--- src/sha1c_pkg.sv ---
// sha1c_pkg: shared types and constants for the SHA-1 block compressor.
// Holds the word types, initial chaining values, round constants and the
// round control struct. No dependencies.
`default_nettype none

package sha1c_pkg;

  typedef logic [31:0] word_t;
  typedef logic [4:0][31:0] words_t;

  // H0 sits at index 0
  localparam words_t IV = {32'hc3d2e1f0, 32'h10325476, 32'h98badcfe,
                           32'hefcdab89, 32'h67452301};

  localparam word_t K0 = 32'h5a827999;
  localparam word_t K1 = 32'h6ed9eba1;
  localparam word_t K2 = 32'h8f1bbcdc;
  localparam word_t K3 = 32'hca62c1d6;

  localparam logic [1:0] STAGE_CH  = 2'd0;
  localparam logic [1:0] STAGE_PAR = 2'd1;
  localparam logic [1:0] STAGE_MAJ = 2'd2;
  localparam logic [1:0] STAGE_PR2 = 2'd3;

  typedef struct packed {
    logic       load;   // copy chaining value into A..E
    logic       step;   // run one round
    logic [1:0] stage;  // which group of twenty rounds
  } round_ctrl_t;

  function automatic word_t k_for_stage(input logic [1:0] stage);
    word_t k;
    case (stage)
      STAGE_CH:  k = K0;
      STAGE_PAR: k = K1;
      STAGE_MAJ: k = K2;
      STAGE_PR2: k = K3;
      default:   k = K0;
    endcase
    return k;
  endfunction

  function automatic word_t round_f(input logic [1:0] stage, input word_t b,
                                    input word_t c, input word_t d);
    word_t f;
    case (stage)
      STAGE_CH:  f = (b & c) | (~b & d);
      STAGE_MAJ: f = (b & c) | (b & d) | (c & d);
      STAGE_PAR: f = b ^ c ^ d;
      STAGE_PR2: f = b ^ c ^ d;
      default:   f = b ^ c ^ d;
    endcase
    return f;
  endfunction

endpackage

`default_nettype wire

--- src/sha1_block_compressor_core.sv ---
// sha1_block_compressor_core: SHA-1 compression of 16-word padded blocks.
// Words are taken one per cycle while the core is idle; after the sixteenth,
// 80 rounds run, each through ST_RD0 and ST_RND, with ST_RD1 between them for
// rounds 16-79 (schedule reads); ST_FIN then adds the result into the chaining
// value and registers the digest. Reset clears control and loads the
// chaining value with the SHA-1 initial values; the schedule memory is not cleared.
`default_nettype none

module sha1_block_compressor_core (
  input  wire         clk_i,
  input  wire         rst_ni,
  input  wire         in_valid_i,
  output logic        in_stall_o,
  input  wire  [31:0] message_word_i,
  input  wire         new_message_i,
  output logic        out_valid_o,
  input  wire         out_stall_i,
  output logic [31:0] digest_word_0_o,
  output logic [31:0] digest_word_1_o,
  output logic [31:0] digest_word_2_o,
  output logic [31:0] digest_word_3_o,
  output logic [31:0] digest_word_4_o
);

  localparam logic [2:0] ST_IDLE = 3'd0;
  localparam logic [2:0] ST_RD0  = 3'd1;
  localparam logic [2:0] ST_RD1  = 3'd2;
  localparam logic [2:0] ST_RND  = 3'd3;
  localparam logic [2:0] ST_FIN  = 3'd4;

  logic [2:0] state_q, state_d;
  logic [3:0] wc_q, wc_d;
  logic [6:0] round_q, round_d;
  sha1c_pkg::words_t chain_q, chain_d;
  sha1c_pkg::words_t digest_q, digest_d;
  sha1c_pkg::words_t work;
  sha1c_pkg::words_t sum;
  sha1c_pkg::word_t  xor_q, xor_d;
  logic       out_valid_q, out_valid_d;

  logic             in_xfer;
  logic [3:0]       wc_eff;
  logic [3:0]       j;
  logic             expand;
  logic [1:0]       stage;
  logic             fin_go;
  sha1c_pkg::word_t w_rnd;
  sha1c_pkg::word_t w_xor;

  logic             mem_we;
  logic [3:0]       mem_waddr;
  sha1c_pkg::word_t mem_wdata;
  logic [3:0]       raddr_a, raddr_b;
  sha1c_pkg::word_t rdata_a, rdata_b;

  sha1c_pkg::round_ctrl_t rctrl;

  assign in_stall_o = (state_q != ST_IDLE);
  assign in_xfer    = in_valid_i && !in_stall_o;
  assign wc_eff     = new_message_i ? 4'd0 : wc_q;
  assign j          = round_q[3:0];
  assign expand     = (round_q >= 7'd16);
  assign fin_go     = (state_q == ST_FIN) && !(out_valid_q && out_stall_i);

  always_comb begin
    if (round_q < 7'd20) begin
      stage = sha1c_pkg::STAGE_CH;
    end else if (round_q < 7'd40) begin
      stage = sha1c_pkg::STAGE_PAR;
    end else if (round_q < 7'd60) begin
      stage = sha1c_pkg::STAGE_MAJ;
    end else begin
      stage = sha1c_pkg::STAGE_PR2;
    end
  end

  // expanded word: w[j-16] ^ w[j-8] ^ w[j-14] ^ w[j-3], rotated by one
  assign w_xor = xor_q ^ rdata_a ^ rdata_b;
  assign w_rnd = expand ? {w_xor[30:0], w_xor[31]} : rdata_a;

  always_comb begin
    raddr_a = j;
    raddr_b = j + 4'd8;
    if (state_q == ST_RD1) begin
      raddr_a = j + 4'd2;
      raddr_b = j + 4'd13;
    end
  end

  always_comb begin
    mem_we    = 1'b0;
    mem_waddr = wc_eff;
    mem_wdata = message_word_i;
    if (in_xfer) begin
      mem_we = 1'b1;
    end else if (state_q == ST_RND && expand) begin
      mem_we    = 1'b1;
      mem_waddr = j;
      mem_wdata = w_rnd;
    end
  end

  always_comb begin
    for (int i = 0; i < 5; i++) begin
      sum[i] = chain_q[i] + work[i];
    end
  end

  always_comb begin
    state_d     = state_q;
    wc_d        = wc_q;
    round_d     = round_q;
    chain_d     = chain_q;
    digest_d    = digest_q;
    xor_d       = xor_q;
    out_valid_d = out_valid_q && out_stall_i;
    rctrl.load  = 1'b0;
    rctrl.step  = 1'b0;
    rctrl.stage = stage;
    case (state_q)
      ST_IDLE: begin
        if (in_xfer) begin
          if (new_message_i) begin
            chain_d = sha1c_pkg::IV;
          end
          wc_d = wc_eff + 4'd1;
          if (wc_eff == 4'd15) begin
            rctrl.load = 1'b1;
            round_d    = '0;
            state_d    = ST_RD0;
          end
        end
      end
      ST_RD0: begin
        state_d = expand ? ST_RD1 : ST_RND;
      end
      ST_RD1: begin
        xor_d   = rdata_a ^ rdata_b;
        state_d = ST_RND;
      end
      ST_RND: begin
        rctrl.step = 1'b1;
        if (round_q == 7'd79) begin
          round_d = '0;
          state_d = ST_FIN;
        end else begin
          round_d = round_q + 7'd1;
          state_d = ST_RD0;
        end
      end
      ST_FIN: begin
        if (fin_go) begin
          chain_d     = sum;
          digest_d    = sum;
          out_valid_d = 1'b1;
          wc_d        = '0;
          state_d     = ST_IDLE;
        end
      end
      default: begin
        state_d = ST_IDLE;
      end
    endcase
  end

  always_ff @(posedge clk_i or negedge rst_ni) begin
    if (!rst_ni) begin
      state_q     <= ST_IDLE;
      wc_q        <= '0;
      round_q     <= '0;
      chain_q     <= sha1c_pkg::IV;
      out_valid_q <= 1'b0;
    end else begin
      state_q     <= state_d;
      wc_q        <= wc_d;
      round_q     <= round_d;
      chain_q     <= chain_d;
      out_valid_q <= out_valid_d;
    end
  end

  always_ff @(posedge clk_i) begin
    digest_q <= digest_d;
    xor_q    <= xor_d;
  end

  sha1c_sched_mem u_sched_mem (
    .clk_i     (clk_i),
    .we_i      (mem_we),
    .waddr_i   (mem_waddr),
    .wdata_i   (mem_wdata),
    .raddr_a_i (raddr_a),
    .raddr_b_i (raddr_b),
    .rdata_a_o (rdata_a),
    .rdata_b_o (rdata_b)
  );

  sha1c_round_unit u_round_unit (
    .clk_i   (clk_i),
    .rst_ni  (rst_ni),
    .ctrl_i  (rctrl),
    .chain_i (chain_q),
    .w_i     (w_rnd),
    .work_o  (work)
  );

  assign out_valid_o     = out_valid_q;
  assign digest_word_0_o = digest_q[0];
  assign digest_word_1_o = digest_q[1];
  assign digest_word_2_o = digest_q[2];
  assign digest_word_3_o = digest_q[3];
  assign digest_word_4_o = digest_q[4];

  a_round_range: assert property (@(posedge clk_i) disable iff (!rst_ni)
    round_q <= 7'd79)
    else $error("round counter out of range");

  a_digest_is_chain: assert property (@(posedge clk_i) disable iff (!rst_ni)
    $rose(out_valid_o) |-> digest_word_0_o == chain_q[0] &&
                           digest_word_4_o == chain_q[4])
    else $error("digest differs from chaining value");

  a_fin_return: assert property (@(posedge clk_i) disable iff (!rst_ni)
    fin_go |=> state_q == ST_IDLE && wc_q == 4'd0 && out_valid_q)
    else $error("block finish did not return to idle");

endmodule

`default_nettype wire

--- src/sha1c_sched_mem.sv ---
// sha1c_sched_mem: 16 x 32 message schedule window.
// One write port, two read ports with registered read data.
// Uses sha1c_pkg for the word type.
`default_nettype none

module sha1c_sched_mem (
  input  wire                 clk_i,
  input  wire                 we_i,
  input  wire  [3:0]          waddr_i,
  input  wire sha1c_pkg::word_t wdata_i,
  input  wire  [3:0]          raddr_a_i,
  input  wire  [3:0]          raddr_b_i,
  output sha1c_pkg::word_t    rdata_a_o,
  output sha1c_pkg::word_t    rdata_b_o
);

  sha1c_pkg::word_t mem [16];
  sha1c_pkg::word_t rdata_a_q;
  sha1c_pkg::word_t rdata_b_q;

  always_ff @(posedge clk_i) begin
    if (we_i) begin
      mem[waddr_i] <= wdata_i;
    end
    rdata_a_q <= mem[raddr_a_i];
    rdata_b_q <= mem[raddr_b_i];
  end

  assign rdata_a_o = rdata_a_q;
  assign rdata_b_o = rdata_b_q;

endmodule

`default_nettype wire

--- src/sha1c_round_unit.sv ---
// sha1c_round_unit: working registers A..E and the SHA-1 round datapath.
// One round per step; loads from the chaining value at block start.
// Uses sha1c_pkg for types, round function and round constants.
`default_nettype none

module sha1c_round_unit (
  input  wire                         clk_i,
  input  wire                         rst_ni,
  input  wire sha1c_pkg::round_ctrl_t ctrl_i,
  input  wire sha1c_pkg::words_t      chain_i,
  input  wire sha1c_pkg::word_t       w_i,
  output sha1c_pkg::words_t           work_o
);

  sha1c_pkg::words_t work_q, work_d;
  sha1c_pkg::word_t  t;

  always_comb begin
    t = {work_q[0][26:0], work_q[0][31:27]}
      + sha1c_pkg::round_f(ctrl_i.stage, work_q[1], work_q[2], work_q[3])
      + work_q[4] + w_i + sha1c_pkg::k_for_stage(ctrl_i.stage);
    work_d = work_q;
    if (ctrl_i.load) begin
      work_d = chain_i;
    end else if (ctrl_i.step) begin
      work_d[4] = work_q[3];
      work_d[3] = work_q[2];
      work_d[2] = {work_q[1][1:0], work_q[1][31:2]};
      work_d[1] = work_q[0];
      work_d[0] = t;
    end
  end

  always_ff @(posedge clk_i or negedge rst_ni) begin
    if (!rst_ni) begin
      work_q <= '0;
    end else begin
      work_q <= work_d;
    end
  end

  assign work_o = work_q;

endmodule

`default_nettype wire
--- config.mk ---
export PLATFORM = sky130hd
export DESIGN_NAME = sha1_block_compressor_core
export DESIGN_NICKNAME = d
export VERILOG_FILES = /design/src/sha1c_pkg.sv /design/src/sha1_block_compressor_core.sv /design/src/sha1c_sched_mem.sv /design/src/sha1c_round_unit.sv
export SDC_FILE = /design/constraint.sdc
export NUM_CORES = 2
export LEC_CHECK = 0
export ABC_AREA = 1
export BUFFER_PORTS_ARGS = -buffer_cell sky130_fd_sc_hd__buf_2
export CORE_MARGIN = 2
export CORE_UTILIZATION = 28
export CTS_CLUSTER_DIAMETER = 60
export DETAILED_ROUTE_END_ITERATION = 8
export GPL_TIMING_DRIVEN = 0
export PLACE_DENSITY_LB_ADDON = 0.08
export SYNTH_ARGS = -nofsm -noshare
export SYNTH_HDL_FRONTEND = slang
export SYNTH_HIERARCHICAL = 1
export SYNTH_SLANG_ARGS = --single-unit
--- constraint.sdc ---
create_clock -name clk_i -period 6.4 [get_ports clk_i]
set_input_delay 0.32 -clock clk_i [delete_from_list [all_inputs] [get_ports clk_i]]
set_output_delay 0.32 -clock clk_i [all_outputs]
set_load 0.02 [all_outputs]
# After elaboration in Yosys (flattened, before gate mapping)
# Memory sizes are Yosys's and may differ from the RTL's. A register that Yosys moved wholly into a read port is not among the register bits.
# Cells that the tools add are included.
# word_totals
reg_bits	527
latch_bits	0
ramBits	512
mem_bits_ro	0
inputBits	37
output_inout_bits	162
wordCells	125
mem_count	1
# op_classes
addsub	14
mul	0
n_div	0
n_lt_le_gt_ge	4
n_eq_ne	13
n_shift	0
muxes	42
bitwise	13
reduce_logical	18
# mem_list
name	depth	word_bits	rd	rd_ports_with_merged_regs	write_ports	line	text
u_sched_mem.mem	16	32	2	2	1	sha1c_sched_mem.sv:17	sha1c_pkg::word_t mem [16];
# ops
op	n
160-bit 2-to-1 mux	5
160-bit case mux with 2 select lines	1
32-bit adder	9
32-bit XOR	5
32-bit bitwise AND	4
32-bit case mux with 4 select lines	1
32-bit 2-to-1 mux	3
32-bit OR	3
32-bit case mux with 3 select lines	1
32-bit inverter	1
4-bit 2-to-1 mux	7
7-bit 2-to-1 mux	3
3-bit case mux with 5 select lines	1
7-bit by 6-bit less-than comparator with 1-bit output (second input constant)	2
7-bit case mux with 2 select lines	1
1-bit 2-to-1 mux	12
3-bit 2-to-1 mux	4
3-bit AND reduction	3
4-bit adder (second input constant)	2
2-bit inequality test (second input constant)	4
4-bit case mux with 2 select lines	1
7-bit by 1-bit adder with 7-bit output (second input constant)	1
7-bit == test (second input constant)	1
7-bit by 5-bit greater-or-equal comparator with 1-bit output (second input constant)	1
other kinds (19)	28

# Logic depth before layout (Yosys ltp)
# logic_depth
ltp_word	13
depth_mapped	32
ltp_nobuf	27

# Modules after synthesis
# Netlist, hierarchy kept.
# by_module_without_submodules
module	n_inst	cells_per_inst	area_per_inst_um2	seq_area_each_um2
sha1c_sched_mem	1	3317	28668.7	16656.0
sha1_block_compressor_core	1	3588	25742.2	10244.8
sha1c_round_unit	1	1626	13277.7	4003.8

# Worst setup path after synthesis
# OpenSTA, ideal clock, no wires.
# synth_timing
path_type	register to register
from	reg round_q[5]
to	reg u_round_unit.work_q (netlist bit u_round_unit/work_o[25])
setup_ns	0.121
arrival_ns	4.643
t_required_ns	6.279
setup_slack_ns	1.636
path_stages_with_launch	29
synth_period_minus_slack_ns	4.764
cell_sequence	dfrtp_1 > nor2_1 > inv_1 > nor2_1 > buf_2 > buf_2 > o32ai_1 > inv_1 > ha_1 > buf_4 > buf_2 > buf_1 > a21oi_1 > fa_1 > fa_1 > inv_1 > ha_1 > inv_1 > fa_1 > inv_1 > nand3_1 > nand3_1 > nand2_1 > nand2_1 > nand3_1 > nand3_1 > nand2_1 > nand3_1 > nand2_1
# synth_lines
item	line	text
start: declaration	sha1_block_compressor_core.sv:33	logic [6:0] round_q, round_d;
start signal: assignment	sha1_block_compressor_core.sv:176	round_q <= round_d;
end signal: assignment	sha1c_round_unit.sv:38	work_q <= work_d;
end: declaration	sha1c_round_unit.sv:15	sha1c_pkg::words_t work_q, work_d;

==> results.md <==
- Slew margin rel.: -4.77%
- Top Ports: about 200
- Mean Syn Cell Area: 7.93 um^2
- Core area: approximately 240000 um^2
- Most common cell after layout, fill and taps aside: nand2_1
- Syn Nets: approximately 9000
- Slew Viols, Final: 22
- Nets: 9304
- Htree depth: 4
- Hold slack: roughly 0.05 ns
- Slowest cell on crit path: fa_1
- Initial Util: approximately 28%
- Final ANT Viol Nets: 0
- Status: complete, but fails checks
- Reg2reg setup slack: approximately 0.37 ns
- Yosys reg bits: roughly 1100
- Layout Area Growth over Synthesis: 17.4%
- Initial antenna violation count: 14
- Period utilization: a little over nine tenths
- Pre-CTS setup slack: -0.714 ns
- Count of mapped cells out of synthesis: about 8500
- Worst R2R Path Depth: 28
- TNS Setup: 0 ns
- Yosys cell types: 53
- Number of global-route vias before repair: roughly 59000
- Layout cells sized above 1: a little over 10%
- First-pass GRT wire length: roughly 450000 um
- CP startpoint: round_q[5]
- Final setup fails: 0
- Maxcap violations: 5
- Sequential fraction of the synthesis area: a little under half
- HP Class: in2async
- Crit path max fanout: 11
- Fill count: between 20000 and 30000
- Cell row count: 180
- Worst flop-to-flop path startpoint: round_q[5]
- Crit end category: flop
- CTS buffer count: between 150 and 200
- Port buffer count: 198
- DR WL/cell: between 20 and 30 um
- Die Y: a little under 500 um
- Drt first pass iters: 6
- Max Freq: between 150 and 200 MHz
- Largest net degree at the start of global routing: 100
- Critical path class: reg2reg
- Longest Clk Path Bufs: 3
- Final WS setup: 0.365 ns
- Via density: about 4.9
- Synthesized cell area: just under 70000 um^2
- Synth warn: 6
- Worst EP arrival: a little under 7 ns
- Failing checks: max-capacitance violations, max-slew violations
- Final GP Congestion: about 0.98
- Worst Tran Pin Value: 1.57 ns
- Number of remaining DRC errors: 0
- Chip width: approximately 500 um
- Critical path required time: just over 7 ns
- Cell accounting for the most synthesized area: edfxtp_1
- Most frequent cells in the layout: nand2_1 (2919), inv_1 (1486), nand3_1 (1132)
- Post-synth top area share: a little under a third
- Insertion delay to the later sink of the worst-skew pair: roughly 0.83 ns
- Clock root buffer: clkbuf_16
- Final Hold Violating Endpoints: 0
- Clk_skew: about 0.038 ns
- Initial DRC count: about 5600
- Die area: roughly 250000 um^2
- Crit path top cell by count: nand2_1
- Routed vias: 60300
- Ranking of synthesized cells by area: edfxtp_1 (31%), nand2_1 (16%), dfrtp_1 (9.4%)
- Startpoint Class: flop
- Critical Path Max Stage Delay: 0.56 ns
- Clock period minus worst slack: slightly above 6 ns
- CTS tree: yes
- HPWL after detailed placement: 254000 um
- GR Util All Layers: a little over a quarter
- Gr ovfl total: 0
- CTS sink count: between 1000 and 1500
- Clock slew at reported path FFs: ~0.050 ns
- DRT Wirelength: between 300000 and 400000 um
[Yosys cell counts (all sizes together)]
library cell	count
nand2	2922
inv	1502
nand3	1137
edfxtp	704
nor2	309
dfrtp	255
buf	246
a21oi	201
ha	200
o21ai	136
fa	125
o221ai	81
xnor2	81
dfstp	80
xor2	77
clkbuf	76
dfxtp	64
o211ai	43
or2	43
a22oi	36
and2	36
nor3	31
nand3b	28
a221oi	24
o21bai	23
o22ai	22
nand4	12
a22o	9
a21o	8
o22a	6
and3	5
a31oi	2
nor4	2
o21a	2
o32ai	2
a21boi	1
[area by class of cell]
type                    instances  area [um^2]  area share (%)
flip-flops and latches       1103        30900            38.9
multi-input cells            5604        29400            37.0
inverters                    1502         5650            7.11
clock buffers                 195         4300            5.41
well taps                    3185         3990            5.01
plain buffers                 322         1960            2.47
repair buffers                248         1930            2.43
clock inverters               107         1330            1.68
diodes                          3         7.51         0.00945
[sequential cells by signal, indices dropped and copies added, names as in the netlist, 4 cells and up]
register               count
chain_q                  160
digest_word_0_o           32
digest_word_1_o           32
digest_word_2_o           32
digest_word_3_o           32
digest_word_4_o           32
round_q                    7
u_round_unit/work_o      160
u_sched_mem/mem          512
u_sched_mem/rdata_a_o     32
u_sched_mem/rdata_b_o     32
wc_q                       4
xor_q                     32
[cell families (layout without fill, tap and decap cells)]
family / count (synthesis) / count (layout) / synth area share (%)
buf+inv: 1824 / 2374 / 11.2
compound gates: 596 / 596 / 5.82
fa+ha+maj: 325 / 325 / 7.39
flops: 1103 / 1103 / 45.7
xor+xnor: 158 / 158 / 2.04
simple gates: 4525 / 4525 / 27.9
other cells: 0 / 3 / 0
[final timing paths]
check	end
setup reg to reg	u_round_unit/work_o[27]
max in group asynchronous	chain_q[20]
hold / removal	chain_q[112]
min in group clk_i	wc_q[1]
hold reg to reg	wc_q[1]
setup / recovery	u_round_unit/work_o[27]
[worst max-delay path: cells and delay by family (launching register included)]
family          cells  cell delay, ns
compound gates      3            0.59
fa+ha+maj           4            1.62
buf+inv            10            1.71
flops               1            0.44
simple gates       11            1.54
[stage by stage]
stage               area, um^2  util, %  std cells
finish                   79500     33.0      12300
global route             79500     33.0      12300
CTS                      79400     33.0      12300
detailed placement       73700     30.6      12000
global placement         72700     30.2      11900
floorplan                67700        -       8531
[timing repair]
item	CTS	global route
endpoints found under the hold margin	99	0
hold buffers	3	0
setup buffers	0	3
setup endpoints to repair	27	27
gates resized for setup	12	15
[routing by layer]
layer	wire, um	vias to the layer above	global-route usage (%)
met5	24	-	0
met4	20100	4	13.8
met3	19400	743	4.09
met2	160000	2478	45.6
met1	131000	29100	31.6
li1	-	28000	-
Power is not shown: default switching activity piles up to over one toggle a cycle in this logic, so the estimate is an artifact.
